`src/frustum_sphere_culler_macros.svh`:
```
// ----------------------------------------------------------------------------
// Assertion macros
// Shared concurrent assertion helpers, clocked on clk, reset by rst_n.
// ----------------------------------------------------------------------------
`ifndef FRUSTUM_SPHERE_CULLER_MACROS_SVH
`define FRUSTUM_SPHERE_CULLER_MACROS_SVH

// same-cycle implication
`define FSC_ASSERT_IMP(lbl, ante, cons, msg) \
    lbl: assert property (@(posedge clk) disable iff (!rst_n) (ante) |-> (cons)) \
        else $error(msg);

// next-cycle implication
`define FSC_ASSERT_NXT(lbl, ante, cons, msg) \
    lbl: assert property (@(posedge clk) disable iff (!rst_n) (ante) |=> (cons)) \
        else $error(msg);

`endif

```
`src/fsc_div.sv`:
```
// ----------------------------------------------------------------------------
// fsc_div
// Restoring unsigned divider, one quotient bit per cycle.
// ----------------------------------------------------------------------------
module fsc_div #(
    parameter int DW = 49,
    parameter int LW = 32
) (
    input  logic          clk,
    input  logic          rst_n,
    input  logic          start,
    input  logic [DW-1:0] dividend,
    input  logic [LW-1:0] divisor,
    output logic          done,
    output logic [DW-1:0] quotient
);

    localparam int CW = $clog2(DW + 1);

    logic          run_reg;
    logic [CW-1:0] cnt_reg;
    logic [DW-1:0] dvd_reg;
    logic [LW-1:0] dsr_reg;
    logic [LW:0]   rem_reg;
    logic [LW:0]   rem_sh;

    assign rem_sh = {rem_reg[LW-1:0], dvd_reg[DW-1]};

    always_ff @(posedge clk or negedge rst_n)
    begin
        if (!rst_n)
        begin
            run_reg <= 1'b0;
            cnt_reg <= '0;
            done    <= 1'b0;
        end
        else
        begin
            done <= 1'b0;
            if (start)
            begin
                run_reg <= 1'b1;
                cnt_reg <= '0;
            end
            else if (run_reg)
            begin
                cnt_reg <= cnt_reg + CW'(1);
                if (cnt_reg == CW'(DW - 1))
                begin
                    run_reg <= 1'b0;
                    done    <= 1'b1;
                end
            end
        end
    end

    always_ff @(posedge clk)
    begin
        if (start)
        begin
            dvd_reg  <= dividend;
            dsr_reg  <= divisor;
            rem_reg  <= '0;
            quotient <= '0;
        end
        else if (run_reg)
        begin
            dvd_reg <= dvd_reg << 1;
            if (rem_sh >= {1'b0, dsr_reg})
            begin
                rem_reg  <= rem_sh - {1'b0, dsr_reg};
                quotient <= {quotient[DW-2:0], 1'b1};
            end
            else
            begin
                rem_reg  <= rem_sh;
                quotient <= {quotient[DW-2:0], 1'b0};
            end
        end
    end

endmodule

```
`config.mk`:
```
export PLATFORM = sky130hd
export DESIGN_NAME = fsc_div
export DESIGN_NICKNAME = d
export VERILOG_FILES = /design/src/frustum_sphere_culler_macros.svh /design/src/fsc_div.sv
export SDC_FILE = /design/constraint.sdc
export NUM_CORES = 1
export LEC_CHECK = 0
export BUFFER_PORTS_ARGS = -buffer_cell sky130_fd_sc_hd__buf_2
export CORE_ASPECT_RATIO = 0.75
export CORE_MARGIN = 3
export CORE_UTILIZATION = 40
export DETAILED_ROUTE_END_ITERATION = 12
export SYNTH_ARGS = -nofsm -noshare
export SYNTH_HDL_FRONTEND = slang
export SYNTH_SLANG_ARGS = --single-unit
```
`constraint.sdc`:
```
create_clock -name clk -period 5.6 [get_ports clk]
set_input_delay 0.28 -clock clk [delete_from_list [all_inputs] [get_ports clk]]
set_output_delay 0.28 -clock clk [all_outputs]
set_load 0.005 [all_outputs]
```
-- Word level (Yosys, flattened, before mapping)
Index checks and enable logic that the tools add are counted.
Widths: inputs -> output; s select.
- logic and storage cells: 24
- output and inout port bits: 50
- bits in registers: 170
- eq/ne operators: 1
- reduce and logical (&&, ||, !) cells: 1
- muxes and demuxes: 12
- $add $sub $neg: 2
- magnitude comparators: 1
- operators with widths (operator ; count):
    $mux 49 ; 2
    $ge 33x32->1 ; 1
    $mux 32 ; 1
    $sub 32x32->32 ; 1
    $mux 6 ; 2
    $mux 1 ; 7
    $add 6x1->6 const B ; 1
    $eq 6x6->1 const B ; 1
    $reduce_bool 2->1 ; 1

-- Depth between registers and ports, before layout
- depth after elaboration: 4
- gate-level depth with buffers: 13
- gate-level depth less buffers: 11

-- Least setup slack after synthesis
No wires, ideal clock.
- path kind: reg2reg
- from: register dvd_reg[48]
- to: register rem_reg[28]
- setup slack: 2.909 ns
- clock period less this slack: 2.691 ns
- data arrival time: 2.603 ns
- buffers on the path: 0
- cell stages (with the launch flop): 12
- library setup time: 0.088 ns
- cells stage by stage: edfxtp_1 > inv_1 > ha_1 > fa_1 > nor2b_1 > o2111ai_1 > a21oi_1 > o31ai_1 > a31o_2 > o31ai_1 > mux2_2 > nor4_2
- longest elaborated chain between the ends: 2
- elaborated cells on any way between the ends: 3
- those cells by class: 1 x add/sub; 1 x order compare; 1 x mux
- ends and longest elaborated chain (item ; RTL line ; RTL):
    from (decl) ; fsc_div.sv:22 ; logic [DW-1:0] dvd_reg;
    from (signal assigned) ; fsc_div.sv:61 ; dvd_reg <= dividend;
    from (signal assigned) ; fsc_div.sv:68 ; dvd_reg <= dvd_reg << 1;
    $sub 32x32->32 or $ge 33x32->1 (tied branches) ; fsc_div.sv:71, fsc_div.sv:69 ;
    $mux 32 * ; fsc_div.sv:69 ; if (rem_sh >= {1'b0, dsr_reg})
    to (signal assigned) ; fsc_div.sv:71 ; rem_reg <= rem_sh - {1'b0, dsr_reg};
    to (signal assigned) ; fsc_div.sv:76 ; rem_reg <= rem_sh;
    to (decl) ; fsc_div.sv:24 ; logic [LW:0] rem_reg;
Every way passes the cells marked *; elsewhere a longest branch is shown, timed or not.
A chain may end at the register's enable or synchronous reset.

-- Final worst setup path
- from: register dsr_reg[13]
- to: register rem_reg[6]
- longest elaborated chain between the ends: 2
- ends and longest elaborated chain (item ; RTL line ; RTL):
    from (decl) ; fsc_div.sv:23 ; logic [LW-1:0] dsr_reg;
    from (signal assigned) ; fsc_div.sv:62 ; dsr_reg <= divisor;
    $ge 33x32->1 ; fsc_div.sv:69 ;
    $mux 32 ; fsc_div.sv:69 ;
No other way between the ends.

==> qor_table.md <==
| Item | Value | Unit |
| --- | --- | --- |
| Run status | complete, no violations | - |
| Largest driver fanout on the critical path | 38 | - |
| Number of H-tree levels | 4 | - |
| Post-DR vias/cell | 5.10 | - |
| Post-detailed-placement half-perimeter wirelength | 12400 | um |
| Max Fclk | 0.302 | GHz |
| Library cell occupying the most area in the post-synthesis netlist | sky130_fd_sc_hd__edfxtp_1 | - |
| Number of filler cells placed in the layout | 2003 | - |
| Syn Inst Count | 794 | - |
| Number of distinct standard cells referenced by the synthesized netlist | 58 | - |
| Largest net degree at the start of global routing | 78 | - |
| Top-count cell post-synth | sky130_fd_sc_hd__nor2_1 | - |
| Post-route clock skew | 11.7 | ps |
| Pre-CTS setup slack | 2290 | ps |
| Residual antenna-violating net count after detailed routing | 0 | - |
| Routed wire length | 18500 | um |
| Area post-placement | 9410 | um2 |
| Minimum clock period after layout | 3310 | ps |
| Critical path buffers and inverters | 1 | - |
| Share of final-layout standard cells stronger than drive strength 1 | 26.1 | % |
| WP data arrival | 3650 | ps |
| Post-synth EDFFs | 81 | - |
| Clock edge transition at the registers on the reported setup and hold paths | 70 | ps |
| Layout Cells excl Fill | 1209 | - |
| Number of storage elements in the synthesis netlist | 170 | - |
| Util after Layout | 48.8 | % |
| Worst-case headroom to the max-slew limit | 31.8 | % |
| Clock tree from TritonCTS | yes | - |
| Fin worst setup slack | 2290 | ps |
| # Max-Cap Violations | 0 | - |
| Initial cell density of the core | 41.5 | % |
| Static leakage power | 4.61 | nW |
| Post_cts resized | 0 | - |
| Dpl cells | 1171 | - |
| Count of final max-slew check failures | 0 | - |
| Number of global-route vias before repair | 5821 | - |
| Die span in y | 133 | um |
| Reg area | 4260 | um2 |
| Worst-path cell chain | inv_1 > ha_1 > nand3_1 > nor3_1 > nand4_1 > o21a_1 > o21ai_0 > nand2_2 > or3_1 > a311oi_2 | - |
| Number of setup violations in the final report | 0 | - |
| Max IR drop VDD | 0.191 | mV |
| Startpoint types | flop | - |
| Number of clock sinks | 170 | - |
| DRC viols | 0 | - |
| Routability congestion estimate | 0.835 | - |
| PwrDens | 276 | nW/um2 |
| Total Power | 2.78 | mW |
| I/O pin count | 134 | - |
| Final hold violations | 0 | - |
| Sequential fraction of the synthesis area | 49.7 | % |
| Multi-input gate area | 3940 | um2 |
| Top Family by Delay on Critical Path | simple AND/OR/NAND/NOR gates | - |
| Largest incremental delay on the critical path | 570 | ps |
| Slowest CP cell | sky130_fd_sc_hd__nand2_2 | - |
| Number of standard-cell rows in the floorplan | 45 | - |
| Ys Warns | 0 | - |
| Synth top area share | 28.4 | % |
| Setup total negative slack | 0 | ps |
| Post-Synthesis Mean Instance Area | 10.8 | um2 |
| Die ar. | 23200 | um2 |
| Routed len/inst | 15.3 | um |
| Horiz. Die Dim | 175 | um |
| Area added between synthesis and finish | 17.6 | % |
| Final cycle utilization of the critical path | 59.1 | % |
| Post-route design area | 10100 | um2 |
| Count of nets after finishing | 1032 | - |
| Detailed router's first-iteration violation count | 353 | - |
| Worst hold-check path type | primary input to flop | - |
| Post-route worst hold slack | 26.4 | ps |
| Start-to-end type of the worst setup path | flop to flop | - |
| Drt first pass iters | 4 | - |
| Setup repair after global routing missed its margin | false | - |
| Required time worst endpoint | 5940 | ps |
| Global Route Usage Sum | 16.2 | % |
| Slew at the pin closest to its max-slew limit | 1020 | ps |
| Number of input and output port buffers inserted | 133 | - |
| FFs w/ async S/R, synth | 4.71 | % |
| Synth Net Count | 913 | - |
| Area of the mapped netlist | 8550 | um2 |
| Most common flop cell mapped by yosys | sky130_fd_sc_hd__edfxtp_1 | - |
| Routed via count | 6164 | - |
| Clock Tree Root | sky130_fd_sc_hd__clkbuf_16 | - |
| Synth area leaders | sky130_fd_sc_hd__edfxtp_1 28%, sky130_fd_sc_hd__dfxtp_1 19%, sky130_fd_sc_hd__mux2_2 6.5%, sky130_fd_sc_hd__mux2i_1 6.2%, sky130_fd_sc_hd__ha_1 5.0% | - |
| Wire length of the first global-routing pass | 30600 | um |
| Total global routing overflow | 0 | - |
| Number of antenna violations at the first check in global routing | 5 | - |
| Source-to-sink clock delay at the later pin of the worst-skew pair | 430 | ps |
| Capturing element type of the critical path | flop | - |
| Worst-case clock buffer depth | 2 | - |
| Core area | 20600 | um2 |
| CTS Buf Count | 17 | - |
| Synth top cells by count | 101 x sky130_fd_sc_hd__nor2_1, 81 x sky130_fd_sc_hd__dfxtp_1, 81 x sky130_fd_sc_hd__edfxtp_1 | - |
-- cells by family (layout without fill, tap and decap cells) --
| family | count (synthesis) | in the layout | share of synthesized area, % |
|---|---|---|---|
| and+or+nand+nor | 235 | 235 | 12.5 |
| DFF | 170 | 170 | 49.7 |
| AOI/OAI and AO/OA | 145 | 145 | 13.3 |
| muxes | 102 | 102 | 12.7 |
| buffers and inverters | 84 | 216 | 4.20 |
| adders and majority gates | 35 | 35 | 5.21 |
| xor gates and xnor gates | 23 | 23 | 2.36 |
| other | 0 | 1 | 0 |
-- cell usage in the layout (no fill, tap or decap), drive strengths merged, types with 7 or more instances in the layout --
cell type	count
edfxtp	81
xnor2	14
a311oi	23
ha	34
o21a	11
a21oi	33
nand3	14
nand2	61
a21o	16
nand4	10
mux2	49
o21ai	20
clkbuf	22
buf	137
dfrtp	8
xor2	9
or3	9
dfxtp	81
nor2	101
nand2b	7
mux2i	53
inv	45
-- worst paths after layout --
kind | from | to | cells past startpoint | slack (ps)
max | dsr_reg[13] | rem_reg[6] | 10 | 2290
min | divisor[5] | dsr_reg[5] | 1 | 30
max reg2reg | dsr_reg[13] | rem_reg[6] | 10 | 2290
min reg2reg | rem_reg[12] | rem_reg[13] | 2 | 490
max in group asynchronous | rst_n | run_reg | 2 | 5180
min in group asynchronous | rst_n | run_reg | 2 | 230
-- per-layer routing --
layer	part of all wire, %	track usage (%)	routed length [um]	vias up
met5	0.23	0	43	-
met4	1.1	4.52	195	8
met3	7.4	6.34	1370	22
met2	39	21.6	7290	131
met1	52	24.0	9580	2901
li1	-	-	-	3102
-- report_power, final --
part / total [mW] / internal, mW / switching (mW)
Clock: 1.18 / 0.688 / 0.493
Combinational: 0.211 / 0.101 / 0.110
Sequential: 1.39 / 1.37 / 0.0195
Total: 2.78 / 2.16 / 0.622
-- area by class of cell --
type,count,area share (%)
diodes,1,0.0249
clock buffers,22,5.04
clock inverters,10,0.859
inverters,42,1.57
multi-input cells,540,39.2
flip-flops and latches,170,42.3
well taps,282,3.51
repair buffers,142,7.48
-- what timing repair did --
action	in CTS	in global routing
hold buffers	5	0
buffers inserted	0	0
hold endpoints to repair	12	0
No activity file was read; power rests on OpenSTA's default activity.
