===== src/frustum_sphere_culler_macros.svh =====
// ----------------------------------------------------------------------------
// Assertion macros
// Shared concurrent assertion helpers, clocked on clk, reset by rst_n.
// ----------------------------------------------------------------------------
`ifndef FRUSTUM_SPHERE_CULLER_MACROS_SVH
`define FRUSTUM_SPHERE_CULLER_MACROS_SVH

// same-cycle implication
`define FSC_ASSERT_IMP(lbl, ante, cons, msg) \
    lbl: assert property (@(posedge clk) disable iff (!rst_n) (ante) |-> (cons)) \
        else $error(msg);

// next-cycle implication
`define FSC_ASSERT_NXT(lbl, ante, cons, msg) \
    lbl: assert property (@(posedge clk) disable iff (!rst_n) (ante) |=> (cons)) \
        else $error(msg);

`endif


===== src/fsc_sqrt.sv =====
// ----------------------------------------------------------------------------
// fsc_sqrt
// Iterative integer square root, two radicand bits per cycle.
// ----------------------------------------------------------------------------
module fsc_sqrt (
    input  logic        clk,
    input  logic        rst_n,
    input  logic        start,
    input  logic [63:0] radicand,
    output logic        done,
    output logic [31:0] root
);

    logic        run_reg;
    logic [4:0]  cnt_reg;
    logic [63:0] x_reg;
    logic [63:0] r_reg;
    logic [63:0] b_reg;
    logic [64:0] trial;

    assign trial = {1'b0, r_reg} + {1'b0, b_reg};

    always_ff @(posedge clk or negedge rst_n)
    begin
        if (!rst_n)
        begin
            run_reg <= 1'b0;
            cnt_reg <= '0;
            done    <= 1'b0;
        end
        else
        begin
            done <= 1'b0;
            if (start)
            begin
                run_reg <= 1'b1;
                cnt_reg <= '0;
            end
            else if (run_reg)
            begin
                cnt_reg <= cnt_reg + 5'd1;
                if (cnt_reg == 5'd31)
                begin
                    run_reg <= 1'b0;
                    done    <= 1'b1;
                end
            end
        end
    end

    always_ff @(posedge clk)
    begin
        if (start)
        begin
            x_reg <= radicand;
            r_reg <= '0;
            b_reg <= 64'h4000_0000_0000_0000;
        end
        else if (run_reg)
        begin
            if ({1'b0, x_reg} >= trial)
            begin
                x_reg <= x_reg - trial[63:0];
                r_reg <= (r_reg >> 1) + b_reg;
            end
            else
            begin
                r_reg <= r_reg >> 1;
            end
            b_reg <= b_reg >> 2;
        end
    end

    assign root = r_reg[31:0];

endmodule


===== config.mk =====
export PLATFORM = sky130hd
export DESIGN_NAME = fsc_sqrt
export DESIGN_NICKNAME = d
export VERILOG_FILES = /design/src/frustum_sphere_culler_macros.svh /design/src/fsc_sqrt.sv
export SDC_FILE = /design/constraint.sdc
export NUM_CORES = 1
export LEC_CHECK = 0
export BUFFER_PORTS_ARGS = -buffer_cell sky130_fd_sc_hd__buf_2
export CAP_MARGIN = 10
export CORE_MARGIN = 3
export CORE_UTILIZATION = 35
export CTS_CLUSTER_SIZE = 20
export DETAILED_ROUTE_END_ITERATION = 10
export PLACE_DENSITY = 0.55
export SLEW_MARGIN = 20
export SYNTH_ARGS = -nofsm -noshare
export SYNTH_HDL_FRONTEND = slang
export SYNTH_SLANG_ARGS = --single-unit

===== constraint.sdc =====
create_clock -name clk -period 16.1 [get_ports clk]
set_clock_uncertainty 0.15 [all_clocks]
set_input_delay 3.22 -clock clk [delete_from_list [all_inputs] [get_ports clk]]
set_output_delay 3.22 -clock clk [all_outputs]
set_load 0.005 [all_outputs]

Yosys cells after proc, flatten, opt, wreduce, memory -nomap -nowiden
Index checks and enable logic that the tools add are counted.
Widths: inputs -> output; s select.
{"block": "word_totals", "ff_bits": 167, "input_bits": 67, "output_inout_bits": 33, "wordCells": 27}
{"block": "op_classes", "n_eq_ne": 1, "muxes": 12, "n_lt_le_gt_ge": 1, "addsub": 4, "n_reduce_logical": 3}
{"op": "$mux 64", "n": 4}
{"op": "$add 64x63->65", "n": 1}
{"op": "$ge 64x65->1", "n": 1}
{"op": "$add 63x63->64", "n": 1}
{"op": "$sub 64x64->64", "n": 1}
{"op": "$mux 5", "n": 2}
{"op": "$mux 1", "n": 6}
{"op": "$add 5x1->5 const B", "n": 1}
{"op": "$eq 5x5->1 const B", "n": 1}
{"op": "$reduce_bool 2->1", "n": 2}
{"op": "$reduce_and 2->1", "n": 1}

Depth between registers and ports, before layout
{"block": "depth", "ltp_word": 5, "ltp_mapped": 28}

Least setup slack after synthesis
Ideal clock, no wire load.
{"block": "synth_timing", "path_type": "reg2reg", "start": "reg r_reg[6]", "end": "reg x_reg[0] (enable)", "required_ns": 15.376, "synth_period_minus_slack_ns": 9.791, "setup_slack_ns": 6.309, "setup_ns": 0.574, "n_path_buf": 4, "arrival_ns": 9.067, "stages_incl_launch_ff": 26, "path_cell_list": "dfxtp_1 > ha_1 > a21oi_1 > a211oi_1 > nand2_1 > a31oi_1 > a21oi_1 > o21ai_1 > a21oi_1 > o21ai_1 > o21a_1 > xnor2_1 > ha_1 > clkbuf_1 > and3_1 > and4_1 > nand2_1 > nor4_1 > a31oi_1 > o211ai_1 > nand3_1 > and2_1 > buf_6 > buf_8 > buf_6 > o21ai_0"}
{"block": "synth_via", "elab_chain_len": 4}
{"item": "from (decl)", "line_no": "fsc_sqrt.sv:17", "rtl": "logic [63:0] r_reg;"}
{"item": "from (signal assigned)", "line_no": "fsc_sqrt.sv:64", "rtl": "r_reg <= (r_reg >> 1) + b_reg;"}
{"item": "from (signal assigned)", "line_no": "fsc_sqrt.sv:68", "rtl": "r_reg <= r_reg >> 1;"}
{"item": "$add 64x63->65", "line_no": "fsc_sqrt.sv:21", "rtl": "assign trial = {1'b0, r_reg} + {1'b0, b_reg};"}
{"item": "$ge 64x65->1", "line_no": "fsc_sqrt.sv:61", "rtl": "if ({1'b0, x_reg} >= trial)"}
{"item": "$reduce_bool 2->1 (no line)"}
{"item": "$reduce_and 2->1 (no line)"}
{"item": "to (signal assigned)", "line_no": "fsc_sqrt.sv:55", "rtl": "x_reg <= radicand;"}
{"item": "to (signal assigned)", "line_no": "fsc_sqrt.sv:63", "rtl": "x_reg <= x_reg - trial[63:0];"}
{"item": "to (decl)", "line_no": "fsc_sqrt.sv:16", "rtl": "logic [63:0] x_reg;"}
No other way between the ends.
A chain may end at the register's enable or synchronous reset.

Final worst setup path
{"block": "layout_timing", "start": "reg r_reg[6]", "end": "reg x_reg[30] (enable)"}
The elaborated chain is that of the path after synthesis.

==> impl_metrics.py <==
metrics = {
    "critical_path": {
        "worst_path_max_delay_cell": "buf_4",
        "crit_path_end_kind": "register",
        "cpPeakStageDelay_ps": 720,
        "cp_common_cell": "a21oi_1",
        "rr_worst_depth": 23,
        "cp-start-kind": "register",
        "crit_chain": "ha_1, a21oi_1, a211oi_1, nand2_1, a31oi_1, a21oi_1, o21ai_1, a21oi_1, o21ai_1, o21a_1, xnor2_1, ha_1, and3_1, and4_1, nand2_1, nor4_1, a31oi_1, o211ai_1, nand3_1, and2_2, buf_4, o21ai_4, buf_4",
        "cp.required_ps": 16030,
        "critPathArrivalTime_ps": 7080,
        "path_class": "register to register",
        "path_max_fanout": 82,
    },
    "yosys": {
        "yosys_warnings": 0,
        "yosysMostFrequentCell": "nand2_1",
        "syn_nets": 2139,
        "synthArstFlopShare_pct": 4.19,
        "synth-main-ff-cell": "dfxtp_1",
        "synth_edf_count": 64,
        "synth_area_leaders": "dfxtp_1 (13%), edfxtp_1 (13%), ha_1 (11%)",
        "syn_inst": 1939,
        "synthTopCellsByCount": "nand2_1 (232), nor2_1 (204), o21ai_0 (175)",
        "ys_types": 76,
        "yosysTopAreaCellShare_pct": 12.7,
        "yosysTopAreaCell": "dfxtp_1",
        "synthesis.area_um2": 15200,
        "synth.avg_cell_area_um2": 7.82,
        "ys_seq_elements": 167,
        "ys_seq_area_share_pct": 26.5,
    },
    "route": {
        "drc": 0,
        "postRouteAntennaNets": 0,
        "vias": 14312,
        "drtPass1Iterations": 6,
        "wl_um": 46000,
        "drt_iter0_drc": 1132,
        "routed_via_density": 5.69,
        "wl_per_cell_um": 18.3,
    },
    "finish": {
        "final_core_util_pct": 38.6,
        "layout-drive-gt1-share_pct": 8.92,
        "n_antenna_cell": 0,
        "syn_to_final_growth_pct": 8.03,
        "final_net_count": 2126,
        "multi_input_area_um2": 10300,
        "final-seq-area_um2": 4020,
        "nFillCells": 4449,
    },
    "placement": {
        "place.gp.congestion": 0.941,
        "post-dp-hpwl_um": 35200,
        "port_buffers": 99,
    },
    "grt": {
        "gr-max-usage-layer": "met2",
        "grt_pass1_wl_um": 72500,
        "grt-ovfl-total": 0,
        "use_met3_pct": 3.33,
        "grt_max_degree": 91,
        "gr-usage-all-layers_pct": 19.4,
        "first_global_vias": 13096,
        "use_met1_pct": 27.2,
        "antenna_found_initial": 0,
        "grt_use_met2_pct": 31.1,
    },
    "sta": {
        "period_minus_slack_ps": 7150,
        "finalSetupViolCount": 0,
        "slew_headroom_pct": 36.9,
        "rsz0062_at_grt": "false",
        "min_period_over_period_pct": 44.4,
        "fmax_mhz": 140,
        "worst_pin_slew_ps": 946,
        "drv_slew": 0,
        "final-hold-violation-count": 0,
        "tns_ps": 0,
    },
    "min_path": {
        "hold_depth": 2,
        "min_path_type": "register to register",
    },
    "cts": {
        "post-cts-setup-buffers": 0,
        "clkTransAtPathRegs_ps": 70,
        "holdBufCountCts": 0,
        "cts_tree": "built",
        "cts_root_buffer": "clkbuf_16",
        "cts_buffers": 17,
        "clock-sinks": 167,
        "cts_buffer_depth": 2,
        "cts_resized": 0,
        "h-tree-depth": 4,
        "insertion_delay_ps": 450,
    },
    "floorplanning": {
        "die_h_um": 214,
        "die_w_um": 214,
        "core-area_um2": 42400,
        "dieArea_um2": 45900,
        "start_util_pct": 35.8,
        "placement_rows": 75,
        "io_pins": 100,
    },
    "power_and_ir_drop": {
        "ir_drop_uv": 114,
        "powerDensity_nw_per_um2": 174,
        "p_leak_uw": 0.00652,
    },
    "outcome": {
        "outcome": "completed",
    },
    "job": {
        "maxCapViolCount": 0,
    },
}
[layout make-up]
type / instances / area share, %
repair buffers: 109 / 3.52
clock inverters: 11 / 0.817
multi-input cells: 1590 / 62.9
clock buffers: 21 / 2.88
flip-flops and latches: 167 / 24.5
well taps: 577 / 4.40
inverters: 41 / 0.939
[per-layer routing]
layer  share of wire [%]  vias to the layer above
li1                    -                     7095
met1                  47                     6810
met2                  45                      365
met3                 5.5                       42
met4                 1.9                        0
met5                   0                        -
[cells in the final DEF (no fill, tap or decap), types with 6 or more instances in the layout]
| cell | n |
|---|---|
| dfxtp_1 | 96 |
| a21oi_1 | 120 |
| nand4_1 | 49 |
| o21ai_0 | 174 |
| a21o_1 | 38 |
| a211oi_1 | 27 |
| and3_1 | 21 |
| nor3_1 | 29 |
| edfxtp_1 | 64 |
| o31ai_1 | 8 |
| ha_1 | 132 |
| dfrtp_1 | 6 |
| o21bai_1 | 27 |
| nand2_1 | 232 |
| buf_2 | 98 |
| xor2_1 | 70 |
| nor2b_1 | 18 |
| a31o_2 | 8 |
| or3_1 | 24 |
| inv_1 | 41 |
| buf_4 | 10 |
| a311oi_1 | 28 |
| a221oi_1 | 6 |
| clkbuf_16 | 18 |
| and2_1 | 6 |
| o22ai_1 | 7 |
| o21a_1 | 24 |
| mux2i_1 | 40 |
| a31oi_1 | 65 |
| o211ai_1 | 18 |
| nor2_1 | 204 |
| nor4_1 | 7 |
| mux2_2 | 8 |
| nand3_1 | 36 |
| nand2b_1 | 10 |
| xnor2_1 | 76 |
[critical path, delay by kind of cell, from the launching register on]
kind / cells / cell delay (ps)
buffers and inverters: 2 / 1080
and+or+nand+nor: 7 / 1310
DFF: 1 / 400
AOI/OAI and AO/OA: 11 / 2880
xor gates and xnor gates: 1 / 90
adders and majority gates: 2 / 800
[power breakdown]
part,total [uW],internal (uW),switching (uW)
Sequential,716,610,106
Combinational,1700,662,1040
Clock,439,245,193
[path summary, 6_finish.rpt]
check                      slack [ps]                      to             startpoint
max in group asynchronous       13180       run_reg$_DFF_PN0_                  rst_n
min in group asynchronous        2440  cnt_reg[0]$_DFFE_PN0P_                  rst_n
hold / removal                    360   r_reg[0]$_SDFFE_PP0P_  r_reg[0]$_SDFFE_PP0P_
setup reg to reg                 8950     x_reg[30]$_DFFE_PP_  r_reg[6]$_SDFFE_PP0P_
setup / recovery                 8950     x_reg[30]$_DFFE_PP_  r_reg[6]$_SDFFE_PP0P_
hold reg to reg                   360   r_reg[0]$_SDFFE_PP0P_  r_reg[0]$_SDFFE_PP0P_
[cell families after synthesis]
family | after synthesis | synth area share (%)
and+or+nand+nor | 658 | 19.6
adders and majority gates | 133 | 11.0
AOI/OAI and AO/OA | 605 | 25.6
xor gates and xnor gates | 146 | 8.43
DFF | 167 | 26.5
buffers and inverters | 182 | 5.64
muxes | 48 | 3.23
[stage by stage]
stage / cell area [um2] / std cells / hold WS, ps / worst slack [ps] / total power (uW)
floorplan: 15200 / 1939 / 328 / 6310 / 2020
global placement: 15800 / 2484 / 342 / 9290 / 2390
detailed placement: 15800 / 2484 / 349 / 9070 / 2400
CTS: 16400 / 2516 / 359 / 9040 / 2850
global route: 16400 / 2516 / 400 / 8500 / 3090
finish: 16400 / 2516 / 361 / 8950 / 2860
Power figures use the tool's default switching activity.
