--- src/frustum_sphere_culler_macros.svh ---
// ----------------------------------------------------------------------------
// Assertion macros
// Shared concurrent assertion helpers, clocked on clk, reset by rst_n.
// ----------------------------------------------------------------------------
`ifndef FRUSTUM_SPHERE_CULLER_MACROS_SVH
`define FRUSTUM_SPHERE_CULLER_MACROS_SVH

// same-cycle implication
`define FSC_ASSERT_IMP(lbl, ante, cons, msg) \
    lbl: assert property (@(posedge clk) disable iff (!rst_n) (ante) |-> (cons)) \
        else $error(msg);

// next-cycle implication
`define FSC_ASSERT_NXT(lbl, ante, cons, msg) \
    lbl: assert property (@(posedge clk) disable iff (!rst_n) (ante) |=> (cons)) \
        else $error(msg);

`endif

--- src/fsc_ram.sv ---
// ----------------------------------------------------------------------------
// fsc_ram
// Generic single-write, single-read RAM with registered read data.
// ----------------------------------------------------------------------------
module fsc_ram #(
    parameter int WIDTH = 32,
    parameter int DEPTH = 16
) (
    input  logic                     clk,
    input  logic                     we,
    input  logic [$clog2(DEPTH)-1:0] waddr,
    input  logic [WIDTH-1:0]         wdata,
    input  logic [$clog2(DEPTH)-1:0] raddr,
    output logic [WIDTH-1:0]         rdata
);

    logic [WIDTH-1:0] mem [DEPTH];

    always_ff @(posedge clk)
    begin
        if (we)
        begin
            mem[waddr] <= wdata;
        end
        rdata <= mem[raddr];
    end

endmodule

--- config.mk ---
export PLATFORM = sky130hd
export DESIGN_NAME = fsc_ram
export DESIGN_NICKNAME = d
export VERILOG_FILES = /design/src/frustum_sphere_culler_macros.svh /design/src/fsc_ram.sv
export SDC_FILE = /design/constraint.sdc
export NUM_CORES = 1
export LEC_CHECK = 0
export ABC_AREA = 1
export CAP_MARGIN = 20
export CORE_ASPECT_RATIO = 0.9
export CORE_MARGIN = 1
export CORE_UTILIZATION = 45
export CTS_CLUSTER_SIZE = 20
export DETAILED_ROUTE_END_ITERATION = 12
export DONT_BUFFER_PORTS = 1
export GPL_ROUTABILITY_DRIVEN = 0
export PLACE_DENSITY_LB_ADDON = 0.25
export SYNTH_ARGS = -nofsm -noshare
export SYNTH_HDL_FRONTEND = slang
export SYNTH_SLANG_ARGS = --single-unit
--- constraint.sdc ---
create_clock -name clk -period 2.4 [get_ports clk]
set_input_delay 0.6 -clock clk [delete_from_list [all_inputs] [get_ports clk]]
set_output_delay 0.6 -clock clk [all_outputs]
set_load 0.03 [all_outputs]
# Word-level counts from Yosys, hierarchy flattened
# Memory sizes are Yosys's and may differ from the RTL's. A register that Yosys moved wholly into a read port is not among the register bits.
# Index checks and enable logic that the tools add are counted.
[classes]
muxes = 2
[ops]
columns = ["cell", "count"]
rows = [
  ["1-bit 2-to-1 mux", 2],
]
[totals]
register_bits = 0
ramBits = 512
in_bits = 42
elab_cells = 3
mem_count = 1
[memory_table]
columns = ["memory", "depth", "word_bits", "rd", "rd_ports_with_merged_regs", "write_ports", "line_no", "text"]
rows = [
  ["mem", 16, 32, 1, 1, 1, "fsc_ram.sv:17", "logic [WIDTH-1:0] mem [DEPTH];"],
]

# Longest topological paths before layout
# Gate-level depths: netlist (run 1).
[depth]
ltp_word = 2
depth_mapped = 10

# Least setup slack after synthesis (run 1)
# OpenSTA, ideal clock, no wires.
[synth_timing]
kind = "input to register"
start = "in waddr[2]"
end = "mem mem[10][0] (enable)"
setup_time_ps = 421
t_arrival_ps = 2172
required_time_ps = 1979
slack_ps = -193
cell_stages = 2
n_path_buf = 0
path_cell_list = "nand3b_1 nor2_1"
[synth_rtl]
columns = ["element", "line_no", "text"]
rows = [
  ["start, declared", "fsc_ram.sv:11", "input logic [$clog2(DEPTH)-1:0] waddr,"],
  ["end, declared", "fsc_ram.sv:17", ""],
]
# Straight into the memory's write port.

# Worst setup path in the final report (run 1)
[layout_timing]
start = "reg rdata[11] (read register of mem)"
end = "out rdata[11]"
[layout_rtl]
columns = ["element", "line_no", "text"]
rows = [
  ["start, declared", "fsc_ram.sv:14", "output logic [WIDTH-1:0] rdata"],
]
# No word-level cell between the ends.

==> impl_metrics.csv, run 1 <==
group,metric,value,unit
place,port_buffers,0,
critical_path,timing.rr.end,"rdata[13]",
run,maxCapViolCount,0,
final_layout,fillers,4376,
routing,drtAntennaViolNets,0,
clocking,ctsHtreeMaxLevel,2,
final_layout,ff_latch_area,0.0160,mm2
global_route,grt_max_degree,258,
global_route,grt_pass1_vias,13700,
power_and_ir_drop,p_sw_frac,0.213,
sta,rsz0062_at_grt,"no",
critical_path,r2r_slack,1.36,ns
sta,slew-limit-headroom,0.657,
final_layout,multi_input_area,0.00467,mm2
routing,routedWlPerCell,18.0,um
synthesis,synth_area_per_cell,10.7,um2
worst_hold_path,hold_path_class,"input pin to flip-flop",
routing,drt_iter0_drc,1149,
floorplan,initial_core_util,0.459,
global_route,track_usage,0.202,
critical_path,startpoint_type,"flip-flop",
floorplan,ios,74,
sta,hold_viol,0,
sta,setup_viol,0,
power_and_ir_drop,total_power,0.0197,W
clocking,hold_buffers,0,
power_and_ir_drop,comb_power_share,0.042,
clocking,clkSinkCount,544,
critical_path,timing.rr.start,"mem[0][13]",
floorplan,coreArea,0.0495,mm2
power_and_ir_drop,p_clk_frac,0.408,
critical_path,crit_path_end_kind,"output pin",
power_and_ir_drop,powerDensity,780,mW/mm2
synthesis,ys.warnings.count,0,
power_and_ir_drop,intPower,0.0155,W
sta,fmax,0.559,GHz
synthesis,synth_fp_nets,2162,
critical_path,worstPathRequired,1.80,ns
outcome,run_status,"completed",
final_layout,n_antenna_cell,0,
sta,final-max-slew-violation-count,0,
power_and_ir_drop,power_leakage,10.6,nW
synthesis,syn_inst,2120,
final_layout,nets,2157,
sta,tightest_slew,0.515,ns
global_route,overflow,0,
power_and_ir_drop,p_switching,0.00420,W
global_route,antenna_found_initial,0,
sta,layout_worst_path_cycle_share,0.746,
clocking,clk_pin_slew_worst_paths,0.06,ns
clocking,clock_latency,0.60,ns
floorplan,die_h,215,um
routing,via_count,14100,
synthesis,synth.distinct_cells,15,
routing,vias_per_cell,4.99,
routing,drt_wl_total,50800,um
routing,drt_first_pass_iters,8,
critical_path,path_class,"flip-flop to output pin",
power_and_ir_drop,peakVddDrop,508,uV
global_route,grt_pass1_wl,79100,um
sta,finalSetupTns,0,ns
clocking,cts_max_path_buffers,3,
place,dp_hpwl,27500,um
floorplan,rows,77,
clocking,cts-root-buf,"clkbuf_16",
synthesis,ys_ff_latch,544,
sta,period_minus_slack,1.79,ns
final_layout,area_delta_synth_final,10.9,%
power_and_ir_drop,seqPwrFrac,0.550,
critical_path,startpoint,"rdata[11]",
floorplan,die_area,0.0514,mm2
critical_path,critical_path_arrival,1.19,ns
critical_path,worst-path-stages,0,
clocking,cts_setup_buffers,0,
sta,fin_worst_skew,0.0200,ns
clocking,cts_buffers,55,
routing,drc_errors,0,
floorplan,die_x,239,um
critical_path,reg2regPathDepth,6,
clocking,cts_tree,"built",
critical_path,crit_end,"rdata[11]",
synthesis,synth_area,0.0227,mm2
critical_path,crit_fanout,1,
final_layout,drive_gt1_frac,0.0616,
clocking,ctsResizeCount,0,
synthesis,synth.yosys.seq_area_share,0.705,
-- layout make-up --
class                      instances  area share
sequential                       544       0.635
multi-input combinational       1081       0.185
clock buffer                      84      0.0617
inverter                         390      0.0584
tap                              671      0.0333
timing repair buffer              43      0.0212
clock inverter                    18     0.00481
-- routing by layer --
| layer | track usage | share of wire | vias to the layer above |
|---|---|---|---|
| met2 | 0.318 | 0.46 | 398 |
| met3 | 0.0401 | 0.071 | 77 |
| met1 | 0.283 | 0.45 | 6813 |
| met5 | 0 | 0 | - |
| met4 | 0.0583 | 0.020 | 0 |
| li1 | - | - | 6833 |
-- state kept, by name (all words and copies together) (netlist names) --
name	cells
mem	512
rdata	32
-- cell families (layout without fill, tap and decap cells) --
kind of cell           count (synthesis)  after routing  share of synthesized area
AND/OR/NAND/NOR                     1081           1081                      0.200
flip-flops                           544            544                      0.705
buffers and inverters                495            535                     0.0954
-- synth_stat cells (all sizes together) --
master / instances / area (um2)
buf: 91 / 649
clkbuf: 14 / 52.6
dfxtp: 32 / 641
edfxtp: 512 / 15400
inv: 390 / 1470
nand2: 677 / 2540
nand3: 385 / 1930
nand3b: 2 / 15.0
nor2: 17 / 63.8
-- layout by cell type (no fill, tap or decap), types with 9 or more instances in the layout --
master and n:
buf_12 17, buf_4 26, clkbuf_1 23, clkbuf_16 56, clkinv_1 9, dfxtp_1 32, edfxtp_1 512, inv_1 386
nand2_1 677, nand3_1 385, nor2_4 16
-- per-stage QoR --
stage           util  worst slack, ns  cells  hold WS, ns  area (um2)
2_1_floorplan      -           -0.193   2120        0.607       22700
3_3_place_gp   0.475            0.543   2729        0.638       23500
3_5_place_dp   0.475            0.529   2729        0.650       23500
5_1_grt        0.509            0.554   2831       0.0659       25200
6_report       0.509            0.610   2831       0.0913       25200
4_1_cts        0.509            0.569   2831       0.0541       25200
-- how the worst min path moves through the flow --
stage,slack (ns),end,cells after the start,from
floorplan,0.61,rdata[0],6,mem[10][0]
global placement,0.64,rdata[21],6,mem[4][21]
detailed placement,0.65,rdata[3],6,mem[10][3]
CTS,0.05,mem[13][8],0,wdata[8]
global route,0.07,mem[13][8],0,wdata[8]
finish,0.09,mem[14][7],0,wdata[7]
-- power groups by stage --
stage	Combinational [W]	Clock [W]	Sequential, W
floorplan	0.000726	0	0.0110
global placement	0.000820	0	0.0110
detailed placement	0.000834	0	0.0110
CTS	0.000839	0.00820	0.0108
global route	0.000940	0.00858	0.0108
finish	0.000828	0.00802	0.0108
Power figures use the tool's default switching activity.
==> run 2: changes to the inputs <==
- clock period: 2.4 -> 1.7 ns (I/O delays scaled with it)
==> run 2 against run 1 <==
Combinational power grew 80%. Sequential cell count unchanged. Critical endpoint is now rdata[10]. First-iteration DRC count is 3.9% higher. Setup slack lost 0.53 ns. Critical path type unchanged.
==> impl_metrics.csv, run 2 (synthesized netlist as in run 1, its figures left out) <==
group,metric,value,unit
place,port_buffers,0,
routing,drc_errors,0,
routing,vias_per_cell,4.95,
final_layout,fillers,4276,
clocking,cts-root-buf,"clkbuf_16",
final_layout,final_common_cell,"nand2_1",
global_route,overflow,0,
final_layout,top_register,"mem",
routing,routedWlPerCell,18.3,um
floorplan,rows,77,
clocking,cts_buffers,56,
worst_hold_path,hold_path_class,"input pin to flip-flop",
final_layout,largest_reg_flops,512,
floorplan,ios,74,
power_and_ir_drop,total_power,0.0291,W
floorplan,initial_core_util,0.459,
sta,final-max-slew-violation-count,0,
power_and_ir_drop,peakVddDrop,873,uV
global_route,track_usage,0.211,
sta,layout_worst_path_cycle_share,0.951,
sta,slew-limit-headroom,0.545,
sta,fmax,0.618,GHz
sta,rsz0062_at_grt,"no",
sta,fin_worst_skew,0.0155,ns
critical_path,critical_path_arrival,1.19,ns
clocking,cts_max_path_buffers,3,
clocking,clkSinkCount,544,
power_and_ir_drop,seqPwrFrac,0.526,
sta,tightest_slew,0.680,ns
clocking,clock_latency,0.61,ns
final_layout,final_area,0.0262,mm2
routing,drt_wl_total,52700,um
final_layout,fin_cells,2883,
power_and_ir_drop,p_sw_frac,0.217,
routing,drtAntennaViolNets,0,
clocking,ctsHtreeMaxLevel,2,
sta,layout_setup_ws,0.0828,ns
floorplan,die_area,0.0514,mm2
global_route,grt_pass1_wl,82200,um
clocking,cts_tree,"built",
sta,finalSetupTns,0,ns
critical_path,crit_path_end_kind,"output pin",
routing,via_count,14300,
critical_path,path_class,"flip-flop to output pin",
final_layout,largestRegisters,"mem: 512 flops, rdata: 32 flops",
place,pre_cts_ws,0.130,ns
critical_path,worstPathRequired,1.27,ns
floorplan,die_x,239,um
floorplan,coreArea,0.0495,mm2
sta,hold_viol,0,
sta,setup_viol,0,
floorplan,die_h,215,um
final_layout,drive_gt1_frac,0.0756,
power_and_ir_drop,intPower,0.0228,W
power_and_ir_drop,p_switching,0.00632,W
outcome,run_status,"completed",
power_and_ir_drop,p_clk_frac,0.423,
place,dpl-instance-area,0.0239,mm2
global_route,grt_pass1_vias,13700,
place,dp_hpwl,28400,um
place,dp_cells,2743,
global_route,grt_max_degree,258,
clocking,clk_pin_slew_worst_paths,0.06,ns
power_and_ir_drop,power_leakage,10.9,nW
clocking,ctsResizeCount,0,
sta,period_minus_slack,1.62,ns
clocking,cts_setup_buffers,0,
final_layout,layout_common_cells,"677 x nand2_1, 512 x edfxtp_1, 386 x inv_1, 385 x nand3_1, 57 x clkbuf_16",
critical_path,crit_fanout,1,
final_layout,nets,2206,
critical_path,startpoint_type,"flip-flop",
global_route,antenna_found_initial,1,
run,maxCapViolCount,0,
routing,drt_first_pass_iters,5,
final_layout,area_delta_synth_final,15.1,%
routing,drt_iter0_drc,1194,
power_and_ir_drop,comb_power_share,0.051,
power_and_ir_drop,powerDensity,1110,mW/mm2
[run 2: changes by cell type in the layout (fill, tap and decap cells not counted), sizes merged]
cell and change:
buf +15, bufinv +2, clkbuf -1, clkinv -3, clkinvlp +3, diode +2, dlygate4sd3 +33, inv +1
[run 2: worst register-to-register path: cells and delay by family (launching register included)]
family	cells	cell delay [ns]
buffers and inverters	1	0.07
flip-flops	1	0.37
AND/OR/NAND/NOR	5	0.53
[run 2: power by group through the flow]
stage,Combinational (W),Sequential [W],Clock (W)
finish,0.00149,0.0153,0.0123
floorplan,0.00103,0.0155,0
detailed placement,0.00124,0.0156,0
global placement,0.00122,0.0156,0
CTS,0.00151,0.0153,0.0126
global route,0.00168,0.0153,0.0131
[run 2: final cells by class]
cell class	instances	area (um2)	area share
antenna	2	5.00	0.000191
inverter	390	1470	0.0562
timing repair buffer	91	1290	0.0494
clock inverter	21	196	0.00751
tap	671	840	0.0321
clock buffer	83	1670	0.0640
multi-input combinational	1081	4670	0.178
sequential	544	16000	0.612
[run 2: final timing paths]
check                           startpoint         to  slack (ns)  cells past startpoint
worst max-delay path             rdata[10]  rdata[10]        0.08                      0
worst min-delay path              raddr[3]  rdata[10]        0.06                      2
worst max register to register  mem[4][11]  rdata[11]        0.61                      6
worst min register to register  mem[10][3]   rdata[3]        0.64                      6
[run 2: timing repair]
action	4_1_cts	5_1_grt
hold endpoints to repair	537	0
setup endpoints to repair	0	0
hold buffers	34	0
[run 2: per-stage QoR]
stage	utilization	hold WS, ns
after floorplan	-	0.524
after global placement	0.483	0.524
after detailed placement	0.483	0.524
after CTS	0.528	0.00383
after global routing	0.528	0.0171
final	0.528	0.0561
[run 2: per-layer routing]
layer  vias to the layer above  global-route usage  part of all wire
li1                       6941                   -                 -
met5                         -                   0                 0
met3                        79              0.0371             0.068
met1                      6849               0.315              0.47
met4                         0              0.0556             0.019
met2                       408               0.317              0.45
==> run 3: changes to the inputs <==
- CORE_UTILIZATION: 45 -> 55
- PLACE_DENSITY_LB_ADDON: 0.25 -> 0.1
==> run 3 against run 2 <==
First-iteration DRC count up 8.9%. Setup slack lost 0.011 ns. Worst hold slack got worse by 0.016 ns. Count of clock-buffer cells in the layout shrank 10. Fmax shrank 0.70%. Utilization grew 10 points.
==> impl_metrics.csv, run 3 (synthesized netlist as in run 1, its figures left out) <==
group,metric,value,unit
floorplan,die_area,0.0421,mm2
sta,fin_worst_skew,0.0105,ns
critical_path,path_class,"flip-flop to output pin",
place,dp_hpwl,28800,um
critical_path,crit_fanout,1,
final_layout,largestRegisters,"mem: 512 flops, rdata: 32 flops",
clocking,cts-root-buf,"clkbuf_16",
critical_path,crit_end,"rdata[24]",
sta,rsz0062_at_grt,"no",
routing,drt_wl_total,52700,um
critical_path,reg2regPathDepth,6,
worst_hold_path,hold_path_class,"input pin to flip-flop",
floorplan,initial_core_util,0.558,
critical_path,worstPathRequired,1.27,ns
power_and_ir_drop,intPower,0.0222,W
routing,drtAntennaViolNets,0,
floorplan,ios,74,
final_layout,nets,2199,
final_layout,area_delta_synth_final,13.1,%
final_layout,layout_common_cells,"677 x nand2_1, 512 x edfxtp_1, 386 x inv_1, 385 x nand3_1, 55 x clkbuf_16",
power_and_ir_drop,comb_power_share,0.053,
place,dpl-instance-area,0.0237,mm2
critical_path,startpoint_type,"flip-flop",
clocking,clkSinkCount,544,
critical_path,timing.rr.end,"rdata[25]",
sta,finalSetupTns,0,ns
floorplan,rows,70,
critical_path,critical_path_arrival,1.20,ns
floorplan,die_h,195,um
clocking,ctsHtreeMaxLevel,2,
power_and_ir_drop,p_switching,0.00618,W
floorplan,die_x,216,um
power_and_ir_drop,power_leakage,10.8,nW
global_route,overflow,0,
clocking,cts_max_path_buffers,3,
power_and_ir_drop,p_clk_frac,0.410,
final_layout,drive_gt1_frac,0.0658,
critical_path,timing.rr.start,"mem[11][25]",
run,maxCapViolCount,0,
critical_path,startpoint,"rdata[24]",
clocking,clock_latency,0.59,ns
sta,period_minus_slack,1.63,ns
global_route,antenna_found_initial,2,
floorplan,coreArea,0.0407,mm2
critical_path,worst-path-stages,0,
power_and_ir_drop,powerDensity,1110,mW/mm2
clocking,cts_buffers,53,
outcome,run_status,"completed",
final_layout,final_common_cell,"nand2_1",
power_and_ir_drop,p_sw_frac,0.217,
sta,tightest_slew,1.02,ns
final_layout,largest_reg_flops,512,
sta,timing.hold.ws,0.0399,ns
clocking,cts_tree,"built",
routing,vias_per_cell,5.28,
global_route,grt_max_degree,258,
routing,drt_first_pass_iters,5,
critical_path,crit_path_end_kind,"output pin",
sta,slew-limit-headroom,0.318,
routing,routedWlPerCell,19.2,um
routing,via_count,14500,
final_layout,final_area,0.0257,mm2
final_layout,top_register,"mem",
power_and_ir_drop,peakVddDrop,804,uV
sta,setup_viol,0,
power_and_ir_drop,total_power,0.0284,W
routing,drc_errors,0,
routing,drt_iter0_drc,1300,
critical_path,r2r_slack,0.62,ns
sta,hold_viol,0,
global_route,grt_pass1_vias,13800,
final_layout,fillers,3210,
sta,final-max-slew-violation-count,0,
sta,layout_worst_path_cycle_share,0.958,
global_route,grt_pass1_wl,81300,um
power_and_ir_drop,seqPwrFrac,0.538,
clocking,clk_pin_slew_worst_paths,0.06,ns
sta,fmax,0.614,GHz
global_route,track_usage,0.255,
place,port_buffers,0,
-- run 3: power by group through the flow --
stage	combinational (W)	clock (W)	sequential, W
5_1_grt	0.00167	0.0123	0.0153
4_1_cts	0.00151	0.0118	0.0153
2_1_floorplan	0.00103	0	0.0155
3_3_place_gp	0.00122	0	0.0156
3_5_place_dp	0.00123	0	0.0156
6_report	0.00150	0.0116	0.0153
-- run 3: cell type report --
cell class                 instances  area, um2  share of cell area
antenna                            2       5.00            0.000195
timing repair buffer              87       1160              0.0452
clock inverter                    27        250             0.00973
multi-input combinational       1081       4670               0.182
inverter                         390       1470              0.0572
tap                              540        676              0.0263
clock buffer                      73       1460              0.0569
sequential                       544      16000               0.623
-- run 3: how the worst min path moves through the flow --
stage / start / end / slack [ns] / cells past startpoint
6_report: raddr[3] / rdata[30] / 0.04 / 2
5_1_grt: raddr[3] / rdata[9] / 0.02 / 2
4_1_cts: raddr[3] / rdata[29] / 0.007 / 2
3_5_place_dp: wdata[21] / mem[8][21] / 0.52 / 0
3_3_place_gp: wdata[11] / mem[5][11] / 0.52 / 0
2_1_floorplan: wdata[0] / mem[0][0] / 0.52 / 0
-- run 3: what timing repair did --
action / 4_1_cts / 5_1_grt
hold buffers: 33 / 0
gates resized for setup: 0 / 0
endpoints found under the hold margin: 527 / 0
setup endpoints to repair: 0 / 0
setup buffers: 0 / 0
-- run 3: metrics by stage --
step | setup slack, ns | instances | utilization
2_1_floorplan | -0.258 | 2120 | -
3_3_place_gp | 0.0839 | 2609 | 0.581
3_5_place_dp | 0.0863 | 2609 | 0.581
4_1_cts | 0.0551 | 2742 | 0.631
5_1_grt | 0.0397 | 2744 | 0.631
6_report | 0.0714 | 2744 | 0.631
-- run 3: per-layer routing --
layer  global-route usage  part of all wire  vias to the layer above
met5                    0                 0                        -
met4               0.0673             0.018                        0
met3               0.0446             0.075                       68
met2                0.384              0.45                      499
met1                0.384              0.46                     6987
li1                     -                 -                     6934
